[config.mk]
export PLATFORM = sky130hd
export DESIGN_NAME = mept_ctrl
export DESIGN_NICKNAME = d
export VERILOG_FILES = /design/src/rtl/mept_pkg.sv /design/src/rtl/mept_ctrl.sv
export SDC_FILE = /design/constraint.sdc
export NUM_CORES = 1
export LEC_CHECK = 0
export ABC_CLOCK_PERIOD_IN_PS = 6800
export BUFFER_PORTS_ARGS = -buffer_cell sky130_fd_sc_hd__buf_2
export CAP_MARGIN = 15
export CORE_UTILIZATION = 35
export CTS_CLUSTER_SIZE = 10
export DETAILED_ROUTE_END_ITERATION = 8
export PLACE_DENSITY = 0.69
export SYNTH_ARGS = -nofsm -noshare
export SYNTH_HDL_FRONTEND = slang
export SYNTH_SLANG_ARGS = --single-unit
[constraint.sdc]
create_clock -name clk -period 6.8 [get_ports clk]
set_input_delay 1.7 -clock clk [delete_from_list [all_inputs] [get_ports clk]]
set_output_delay 1.7 -clock clk [all_outputs]
set_load 0.005 [all_outputs]
[src/rtl/mept_pkg.sv]
`timescale 1ns / 1ps
// ----------------------------------------------------------------------------
// mept_pkg
// Shared sizes, entry layout and status codes of the mesh edge pairing table.
// ----------------------------------------------------------------------------
package mept_pkg;

    localparam int MAX_EDGES    = 1024;
    localparam int MAX_VERTICES = 1024;

    localparam int EDGE_AW = (MAX_EDGES > 1) ? $clog2(MAX_EDGES) : 1;
    localparam int EDGE_CW = $clog2(MAX_EDGES + 1);
    localparam int VTX_AW  = (MAX_VERTICES > 1) ? $clog2(MAX_VERTICES) : 1;

    localparam int VTX_W   = 10;
    localparam int POLY_W  = 12;
    localparam int SIDE_W  = 4;
    localparam int IDX_W   = 10;
    localparam int COUNT_W = 16;
    localparam int OWN_W   = 2;

    typedef enum logic [2:0] {
        ST_NEW       = 3'd0,
        ST_PAIRED    = 3'd1,
        ST_SAME_DIR  = 3'd2,
        ST_SAME_POLY = 3'd3,
        ST_THIRD     = 3'd4,
        ST_FULL      = 3'd5
    } status_t;

    typedef struct packed {
        logic [VTX_W-1:0]  start_vtx;
        logic [VTX_W-1:0]  end_vtx;
        logic [POLY_W-1:0] first_poly;
        logic [SIDE_W-1:0] first_side;
        logic [POLY_W-1:0] second_poly;
        logic [SIDE_W-1:0] second_side;
        logic [OWN_W-1:0]  owners;
    } edge_entry_t;

    typedef struct packed {
        logic               en;
        logic [EDGE_AW-1:0] addr;
        edge_entry_t        data;
    } edge_wr_t;

    typedef struct packed {
        logic               rd_en;
        logic [VTX_AW-1:0]  rd_addr;
        logic               wr_en;
        logic [VTX_AW-1:0]  wr_addr;
        logic [COUNT_W-1:0] wr_data;
        logic               clear;
    } vtx_req_t;

endpackage

[src/rtl/mept_ctrl.sv]
`timescale 1ns / 1ps
// ----------------------------------------------------------------------------
// mept_ctrl
// Sequencer: walks the edge table for a match, decides the outcome, writes
// back the edge and the vertex count, and holds the result register.
// ----------------------------------------------------------------------------
module mept_ctrl
(
    input  logic                          clk,
    input  logic                          rst_n,
    input  logic                          side_valid,
    output logic                          side_stall,
    input  logic                          cmd,
    input  logic [mept_pkg::VTX_W-1:0]    vertex_from,
    input  logic [mept_pkg::VTX_W-1:0]    vertex_to,
    input  logic [mept_pkg::POLY_W-1:0]   polygon_id,
    input  logic [mept_pkg::SIDE_W-1:0]   side_index,
    output logic                          result_valid,
    input  logic                          result_stall,
    output logic [2:0]                    status,
    output logic [mept_pkg::IDX_W-1:0]    edge_index,
    output logic                          owner_rank,
    output logic [mept_pkg::COUNT_W-1:0]  vertex_use_count,
    output logic                          edge_rd_en,
    output logic [mept_pkg::EDGE_AW-1:0]  edge_rd_addr,
    input  mept_pkg::edge_entry_t         edge_rd_data,
    output mept_pkg::edge_wr_t            edge_wr,
    output mept_pkg::vtx_req_t            vtx_req,
    input  logic [mept_pkg::COUNT_W-1:0]  vtx_rd_data,
    input  logic                          vtx_busy
);

    typedef enum logic [1:0] {
        IDLE,
        SEARCH,
        DECIDE
    } state_t;

    localparam logic [mept_pkg::EDGE_CW-1:0] EDGE_LIMIT =
        mept_pkg::EDGE_CW'(mept_pkg::MAX_EDGES);

    state_t                        state_reg, state_next;
    logic                          cmd_reg, cmd_next;
    logic [mept_pkg::VTX_W-1:0]    from_reg, from_next;
    logic [mept_pkg::VTX_W-1:0]    to_reg, to_next;
    logic [mept_pkg::POLY_W-1:0]   poly_reg, poly_next;
    logic [mept_pkg::SIDE_W-1:0]   side_reg, side_next;
    logic [mept_pkg::EDGE_CW-1:0]  total_reg, total_next;
    logic [mept_pkg::EDGE_CW-1:0]  issue_reg, issue_next;
    logic                          pend_reg, pend_next;
    logic [mept_pkg::EDGE_AW-1:0]  pend_idx_reg, pend_idx_next;
    logic                          found_reg, found_next;
    logic                          rev_reg, rev_next;
    logic [mept_pkg::EDGE_AW-1:0]  hit_idx_reg, hit_idx_next;
    mept_pkg::edge_entry_t         hit_reg, hit_next;
    logic                          rvalid_reg, rvalid_next;
    mept_pkg::status_t             rstatus_reg, rstatus_next;
    logic [mept_pkg::IDX_W-1:0]    ridx_reg, ridx_next;
    logic                          rdir_reg, rdir_next;
    logic [mept_pkg::COUNT_W-1:0]  rcount_reg, rcount_next;

    logic                          accept;
    logic                          same_hit;
    logic                          rev_hit;
    logic                          slot_free;
    logic                          counted;
    logic [mept_pkg::COUNT_W-1:0]  count_now;
    logic [mept_pkg::COUNT_W-1:0]  count_inc;
    logic                          ok;
    mept_pkg::edge_entry_t         new_entry;

    assign side_stall = (state_reg != IDLE) || vtx_busy;
    assign accept     = side_valid && !side_stall;
    assign slot_free  = !rvalid_reg || !result_stall;

    assign same_hit = pend_reg && (edge_rd_data.start_vtx == from_reg)
                               && (edge_rd_data.end_vtx == to_reg);
    assign rev_hit  = pend_reg && (edge_rd_data.start_vtx == to_reg)
                               && (edge_rd_data.end_vtx == from_reg);

    assign counted   = int'(from_reg) < mept_pkg::MAX_VERTICES;
    assign count_now = counted ? vtx_rd_data : '0;
    assign count_inc = (count_now == '1) ? count_now : count_now + 1'b1;

    always_comb
    begin
        state_next    = state_reg;
        cmd_next      = cmd_reg;
        from_next     = from_reg;
        to_next       = to_reg;
        poly_next     = poly_reg;
        side_next     = side_reg;
        total_next    = total_reg;
        issue_next    = issue_reg;
        pend_next     = 1'b0;
        pend_idx_next = pend_idx_reg;
        found_next    = found_reg;
        rev_next      = rev_reg;
        hit_idx_next  = hit_idx_reg;
        hit_next      = hit_reg;
        rvalid_next   = rvalid_reg && result_stall;
        rstatus_next  = rstatus_reg;
        ridx_next     = ridx_reg;
        rdir_next     = rdir_reg;
        rcount_next   = rcount_reg;
        ok            = 1'b0;

        edge_rd_en   = 1'b0;
        edge_rd_addr = issue_reg[mept_pkg::EDGE_AW-1:0];
        edge_wr      = '0;
        vtx_req      = '0;
        vtx_req.rd_addr = mept_pkg::VTX_AW'(vertex_from);
        vtx_req.wr_addr = mept_pkg::VTX_AW'(from_reg);
        vtx_req.wr_data = count_inc;

        new_entry             = hit_reg;
        new_entry.second_poly = poly_reg;
        new_entry.second_side = side_reg;
        new_entry.owners      = mept_pkg::OWN_W'(2);

        unique case (state_reg)
            IDLE:
            begin
                if (accept)
                begin
                    cmd_next   = cmd;
                    from_next  = vertex_from;
                    to_next    = vertex_to;
                    poly_next  = polygon_id;
                    side_next  = side_index;
                    issue_next = '0;
                    found_next = 1'b0;
                    rev_next   = 1'b0;
                    if (cmd)
                    begin
                        state_next = DECIDE;
                    end
                    else
                    begin
                        vtx_req.rd_en = 1'b1;
                        state_next    = SEARCH;
                    end
                end
            end
            SEARCH:
            begin
                if (same_hit || rev_hit)
                begin
                    // first matching edge decides; same direction wins
                    found_next   = 1'b1;
                    rev_next     = !same_hit;
                    hit_idx_next = pend_idx_reg;
                    hit_next     = edge_rd_data;
                    state_next   = DECIDE;
                end
                else if (issue_reg < total_reg)
                begin
                    edge_rd_en    = 1'b1;
                    pend_next     = 1'b1;
                    pend_idx_next = issue_reg[mept_pkg::EDGE_AW-1:0];
                    issue_next    = issue_reg + 1'b1;
                end
                else
                begin
                    state_next = DECIDE;
                end
            end
            DECIDE:
            begin
                if (slot_free)
                begin
                    rvalid_next = 1'b1;
                    ridx_next   = '0;
                    rdir_next   = 1'b0;
                    state_next  = IDLE;
                    if (cmd_reg)
                    begin
                        total_next    = '0;
                        vtx_req.clear = 1'b1;
                        rstatus_next  = mept_pkg::ST_NEW;
                        rcount_next   = '0;
                    end
                    else
                    begin
                        if (found_reg && !rev_reg)
                        begin
                            rstatus_next = mept_pkg::ST_SAME_DIR;
                        end
                        else if (found_reg)
                        begin
                            if (hit_reg.first_poly == poly_reg)
                            begin
                                rstatus_next = mept_pkg::ST_SAME_POLY;
                            end
                            else if (hit_reg.owners > mept_pkg::OWN_W'(1))
                            begin
                                rstatus_next = mept_pkg::ST_THIRD;
                            end
                            else
                            begin
                                ok           = 1'b1;
                                edge_wr.en   = 1'b1;
                                edge_wr.addr = hit_idx_reg;
                                edge_wr.data = new_entry;
                                rstatus_next = mept_pkg::ST_PAIRED;
                                ridx_next    = mept_pkg::IDX_W'(hit_idx_reg);
                                rdir_next    = 1'b1;
                            end
                        end
                        else if (total_reg >= EDGE_LIMIT)
                        begin
                            rstatus_next = mept_pkg::ST_FULL;
                        end
                        else
                        begin
                            // append a fresh edge with one owner
                            ok           = 1'b1;
                            edge_wr.en   = 1'b1;
                            edge_wr.addr = total_reg[mept_pkg::EDGE_AW-1:0];
                            edge_wr.data.start_vtx   = from_reg;
                            edge_wr.data.end_vtx     = to_reg;
                            edge_wr.data.first_poly  = poly_reg;
                            edge_wr.data.first_side  = side_reg;
                            edge_wr.data.second_poly = '0;
                            edge_wr.data.second_side = '0;
                            edge_wr.data.owners      = mept_pkg::OWN_W'(1);
                            total_next   = total_reg + 1'b1;
                            rstatus_next = mept_pkg::ST_NEW;
                            ridx_next    = mept_pkg::IDX_W'(total_reg);
                        end
                        vtx_req.wr_en = ok && counted;
                        rcount_next   = (ok && counted) ? count_inc : count_now;
                    end
                end
            end
            default:
            begin
                state_next = IDLE;
            end
        endcase
    end

    always_ff @(posedge clk or negedge rst_n)
    begin
        if (!rst_n)
        begin
            state_reg    <= IDLE;
            total_reg    <= '0;
            issue_reg    <= '0;
            pend_reg     <= 1'b0;
            found_reg    <= 1'b0;
            rev_reg      <= 1'b0;
            cmd_reg      <= 1'b0;
            rvalid_reg   <= 1'b0;
            from_reg     <= '0;
            to_reg       <= '0;
            poly_reg     <= '0;
            side_reg     <= '0;
            pend_idx_reg <= '0;
            hit_idx_reg  <= '0;
            hit_reg      <= '0;
            rstatus_reg  <= mept_pkg::ST_NEW;
            ridx_reg     <= '0;
            rdir_reg     <= 1'b0;
            rcount_reg   <= '0;
        end
        else
        begin
            state_reg    <= state_next;
            total_reg    <= total_next;
            issue_reg    <= issue_next;
            pend_reg     <= pend_next;
            found_reg    <= found_next;
            rev_reg      <= rev_next;
            cmd_reg      <= cmd_next;
            rvalid_reg   <= rvalid_next;
            from_reg     <= from_next;
            to_reg       <= to_next;
            poly_reg     <= poly_next;
            side_reg     <= side_next;
            pend_idx_reg <= pend_idx_next;
            hit_idx_reg  <= hit_idx_next;
            hit_reg      <= hit_next;
            rstatus_reg  <= rstatus_next;
            ridx_reg     <= ridx_next;
            rdir_reg     <= rdir_next;
            rcount_reg   <= rcount_next;
        end
    end

    assign result_valid     = rvalid_reg;
    assign status           = rstatus_reg;
    assign edge_index       = ridx_reg;
    assign owner_rank       = rdir_reg;
    assign vertex_use_count = rcount_reg;

    a_total_bound: assert property (@(posedge clk) disable iff (!rst_n)
        total_reg <= EDGE_LIMIT)
        else $error("edge total beyond table size");

    a_sweep_stall: assert property (@(posedge clk) disable iff (!rst_n)
        vtx_busy |-> side_stall)
        else $error("side taken during count sweep");

    a_wr_decide: assert property (@(posedge clk) disable iff (!rst_n)
        edge_wr.en |-> (state_reg == DECIDE) && !cmd_reg && slot_free)
        else $error("edge write outside decision");

    a_issue_bound: assert property (@(posedge clk) disable iff (!rst_n)
        (state_reg == SEARCH) |-> (issue_reg <= total_reg))
        else $error("search ran past stored edges");

    a_clear_sweep: assert property (@(posedge clk) disable iff (!rst_n)
        vtx_req.clear |=> vtx_busy)
        else $error("clear did not start count sweep");

endmodule

==> summary by stage <==
Synthesis
The cell count after synthesis came out at 990. The post-synthesis sequential area ratio is 44.6%. The synthesized netlist net count is 1116. Yosys attributes the largest share of cell area to sky130_fd_sc_hd__dfrtp_1 45%, sky130_fd_sc_hd__nand2_1 13%, sky130_fd_sc_hd__xnor2_1 4.6%. The synthesized design devotes to its leading area cell type 44.6% of total area. In this run, distinct cell masters in the synthesized netlist total 59. The Yosys step of the flow raised 0 warnings. The number of enable-type register cells in the synthesized netlist is 0. The post-synthesis register bit count is 152. The cell area that synthesis handed to floorplanning was 8530 µm². The async set-reset flop share out of synthesis is 100%. The commonest register cell after synthesis is sky130_fd_sc_hd__dfrtp_1. Of all cell types, the one taking the most synthesized area is sky130_fd_sc_hd__dfrtp_1. The mean instance size in the synthesized netlist is 8.61 µm².

STA
Headroom to the max-slew limit came out at 35.7%. For the pin with the worst max-slew slack, the measured transition is 0.965 ns. Across all hold checks on the routed design, the worst slack comes to 0.472 ns. The number of slew-limit violations in the final report came to 0. Clock skew on the completed layout was measured at 0.0145 ns. Timing would allow up to 0.181 GHz. The post-route clock period utilization is 81.1%. The total negative slack for setup checks is 0 ns. The final-report hold violation count is 0.

Setup repair after global routing left no endpoint under its margin. The number of endpoints failing setup at the final stage is 0. For the finished layout, the period the worst path requires is 5.52 ns.

Worst setup path
The worst setup path is launched from an input pin. Counting both buffers and inverters, the worst setup path holds a total of 2. The kind of end point of the critical path is a primary output.

The largest individual stage delay along the critical path comes from the cell sky130_fd_sc_hd__and2_1. The maximum fanout along the worst path is 15. On the worst path, the slowest cell contributes a delay of 0.80 ns. In this run the worst setup path begins at edge_rd_data[34].

The cell repeated most along the worst path is sky130_fd_sc_hd__buf_2. Among cell families on the critical path, the largest total delay comes from simple AND/OR/NAND/NOR gates. The classification of the worst setup path is in -> out. The critical path goes through buf_2 -> xor2_1 -> nor4_1 -> and3_1 -> a22oi_2 -> and2_1 -> buf_2. STA puts the critical path data arrival time at 3.82 ns. The reg-to-reg startpoint is poly_reg[0].

STA puts the critical path data required time at 5.10 ns.

Floorplan
The height of the die is 158 µm. The total area inside the core boundary comes to 23700 µm². The effective utilization at floorplan is 36.0%.

The boundary pin count is 259. The area enclosed by the die boundary is 25000 µm². After floorplanning, the core was divided into 56 placement rows.

The width of the chip is 158 µm.

Global routing
For this run, global-route usage on met3 was measured as 4.71%. The initial antenna violation count was 0. Entering global routing, the biggest net connects 100 pins. Global routing consumed, on the met1 layer, 28.1% of the routing resources. After global routing the overflow that remains totals 0. The layer flagged by global routing as most heavily used is met2. The via count of the first global-routing pass came to 7622.

The global-route wire length before repair is 41500 µm. The total routing resource utilization after global routing is 21.6%. Global routing used 35.1% of the available met2 tracks.

Power and ir drop
The total power density per cell area is 336 nW/µm². In this run the static leakage power is 5.45 nW. The highest ir drop seen on vdd is 0.162 mV.

CTS
The number of resized instances in the post-cts repair step is 0. The deepest clock path buffer count is 2. The total clock buffers created by CTS is 17.

After clock tree synthesis, the clock-pin slew on the worst setup and hold paths is 0.06 ns. The clock tree root driver cell is sky130_fd_sc_hd__clkbuf_16. The clock reaches the later pin of the worst-skew pair after 0.43 ns. The number of buffers inserted for hold repair after clock tree synthesis is 0. For this design, the sink count on the clock tree is 152. The number of setup buffers added after CTS is 0. The H-tree depth is 4.

The TritonCTS clock tree is yes.

Finish
The number of antenna diodes in the final layout is 0. In the final layout, the multi-input gates occupy 4260 µm². The area taken by flip-flops and latches is 3800 µm². The share of post-route cells with drive strength above 1 is 26.2%. At the end of the flow, the number of nets in the layout was 1312. The growth of design area from synthesis to finish is 22.6%. Leaving out fill and tap cells, the most frequent cells in the layout are 294 x sky130_fd_sc_hd__nand2_1, 240 x sky130_fd_sc_hd__buf_2, 152 x sky130_fd_sc_hd__dfrtp_1. The most frequent standard cell in the layout excluding fill and tap cells is sky130_fd_sc_hd__nand2_1.

The register with the most flip-flops in the layout has 37 of them. Counting the fill cells in the layout gives 2390.

Placed design
The quantity of I/O buffers inserted on ports is 241. The global placement routability congestion is 0.868. After legalization and detailed placement, the total HPWL measured 18200 µm.

Hold path
The launch point of the worst hold path is hit_reg[21]. The worst hold path class is reg -> reg.

Run
The number of violations of the max-capacitance limit is 0.

Route
Using the TritonRoute via totals, the vias-per-cell ratio works out to 5.33. The count of nets left with antenna violations once routing finished came out at 0. The total via count after detailed routing is 8089. The first-iteration detailed-routing DRC count is 617. For this run, design rule violations remaining after detail routing come to 0. The per-cell routed wire length is 17.5 µm.

The pre-antenna-repair detailed-routing pass consisted of 6 iterations. The routed design has 26600 µm of wire.

Status
The run finished with clean final reports.
[cells in the mapped netlist (5+ instances only)]
library cell,instances
sky130_fd_sc_hd__or3_1,7
sky130_fd_sc_hd__mux2_2,7
sky130_fd_sc_hd__a222oi_1,7
sky130_fd_sc_hd__mux2_4,5
sky130_fd_sc_hd__nand2_1,294
sky130_fd_sc_hd__o31ai_1,5
sky130_fd_sc_hd__o211ai_1,7
sky130_fd_sc_hd__nor2_1,75
sky130_fd_sc_hd__nand3_1,21
sky130_fd_sc_hd__nand4_1,14
sky130_fd_sc_hd__a21oi_1,21
sky130_fd_sc_hd__dfrtp_1,152
sky130_fd_sc_hd__a31oi_1,5
sky130_fd_sc_hd__inv_1,29
sky130_fd_sc_hd__and3_1,21
sky130_fd_sc_hd__o21ai_0,22
sky130_fd_sc_hd__or4_1,6
sky130_fd_sc_hd__a22oi_1,50
sky130_fd_sc_hd__buf_1,11
sky130_fd_sc_hd__a21o_1,5
sky130_fd_sc_hd__nor4_1,5
sky130_fd_sc_hd__buf_2,9
sky130_fd_sc_hd__clkbuf_1,32
sky130_fd_sc_hd__nor3_1,10
sky130_fd_sc_hd__xnor2_1,45
sky130_fd_sc_hd__buf_4,22
sky130_fd_sc_hd__xor2_1,25
sky130_fd_sc_hd__ha_1,14
[metal layers]
layer	wire [µm]	part of all wire, %	up-vias
met5	0	0	-
met1	11600	44	3909
li1	-	-	3769
met2	12500	47	361
met4	639	2.4	0
met3	1810	6.8	50
[metrics by stage]
| stage | std cells | power [mW] | util, % | instance area [µm²] | setup slack [ns] |
|---|---|---|---|---|---|
| CTS | 1518 | 3.53 | 44.1 | 10500 | 1.36 |
| global placement | 1486 | 2.54 | 41.7 | 9880 | 1.38 |
| global route | 1518 | 3.73 | 44.1 | 10500 | 1.16 |
| finish | 1518 | 3.51 | 44.1 | 10500 | 1.28 |
| detailed placement | 1486 | 2.58 | 41.7 | 9880 | 1.36 |
| floorplan | 990 | 2.11 | - | 8530 | 2.15 |
[cell type report]
cell class              instances  area share [%]
flip-flops and latches        152            36.4
well taps                     319            3.82
inverters                      29            1.04
repair buffers                254            12.5
multi-input cells             732            40.7
clock inverters                14            1.41
clock buffers                  18            4.10
[kinds of logic after synthesis]
logic type / count (synthesis) / synth area share (%)
mux: 15 / 2.17
compound gates: 156 / 13.5
flops: 152 / 44.6
buf+inv: 106 / 6.03
fa+ha+maj: 14 / 2.05
xor+xnor: 70 / 7.19
simple gates: 477 / 24.4
[worst paths after layout]
path / endpoint / slack (ns) / cells after the start
setup / recovery: edge_rd_en / 1.28 / 7
hold reg to reg: hit_reg[21] / 0.47 / 2
setup reg to reg: vertex_use_count[15] / 3.88 / 7
hold / removal: hit_reg[21] / 0.47 / 2
min in group asynchronous: from_reg[7] / 1.34 / 1
max in group asynchronous: hit_reg[31] / 4.07 / 2
[tightest hold or removal path: cells and delay by family, from the launching register on]
| family | cells | cell delay (ns) |
|---|---|---|
| and+or+nand+nor | 2 | 0.10 |
| DFF | 1 | 0.34 |
[power by group]
part	leakage, nW	switching (mW)	total [mW]	internal (mW)
Sequential	2.03	0.271	1.39	1.12
Clock	0.275	0.450	0.940	0.490
Combinational	3.15	0.660	1.18	0.522
Power figures use the tool's default switching activity.
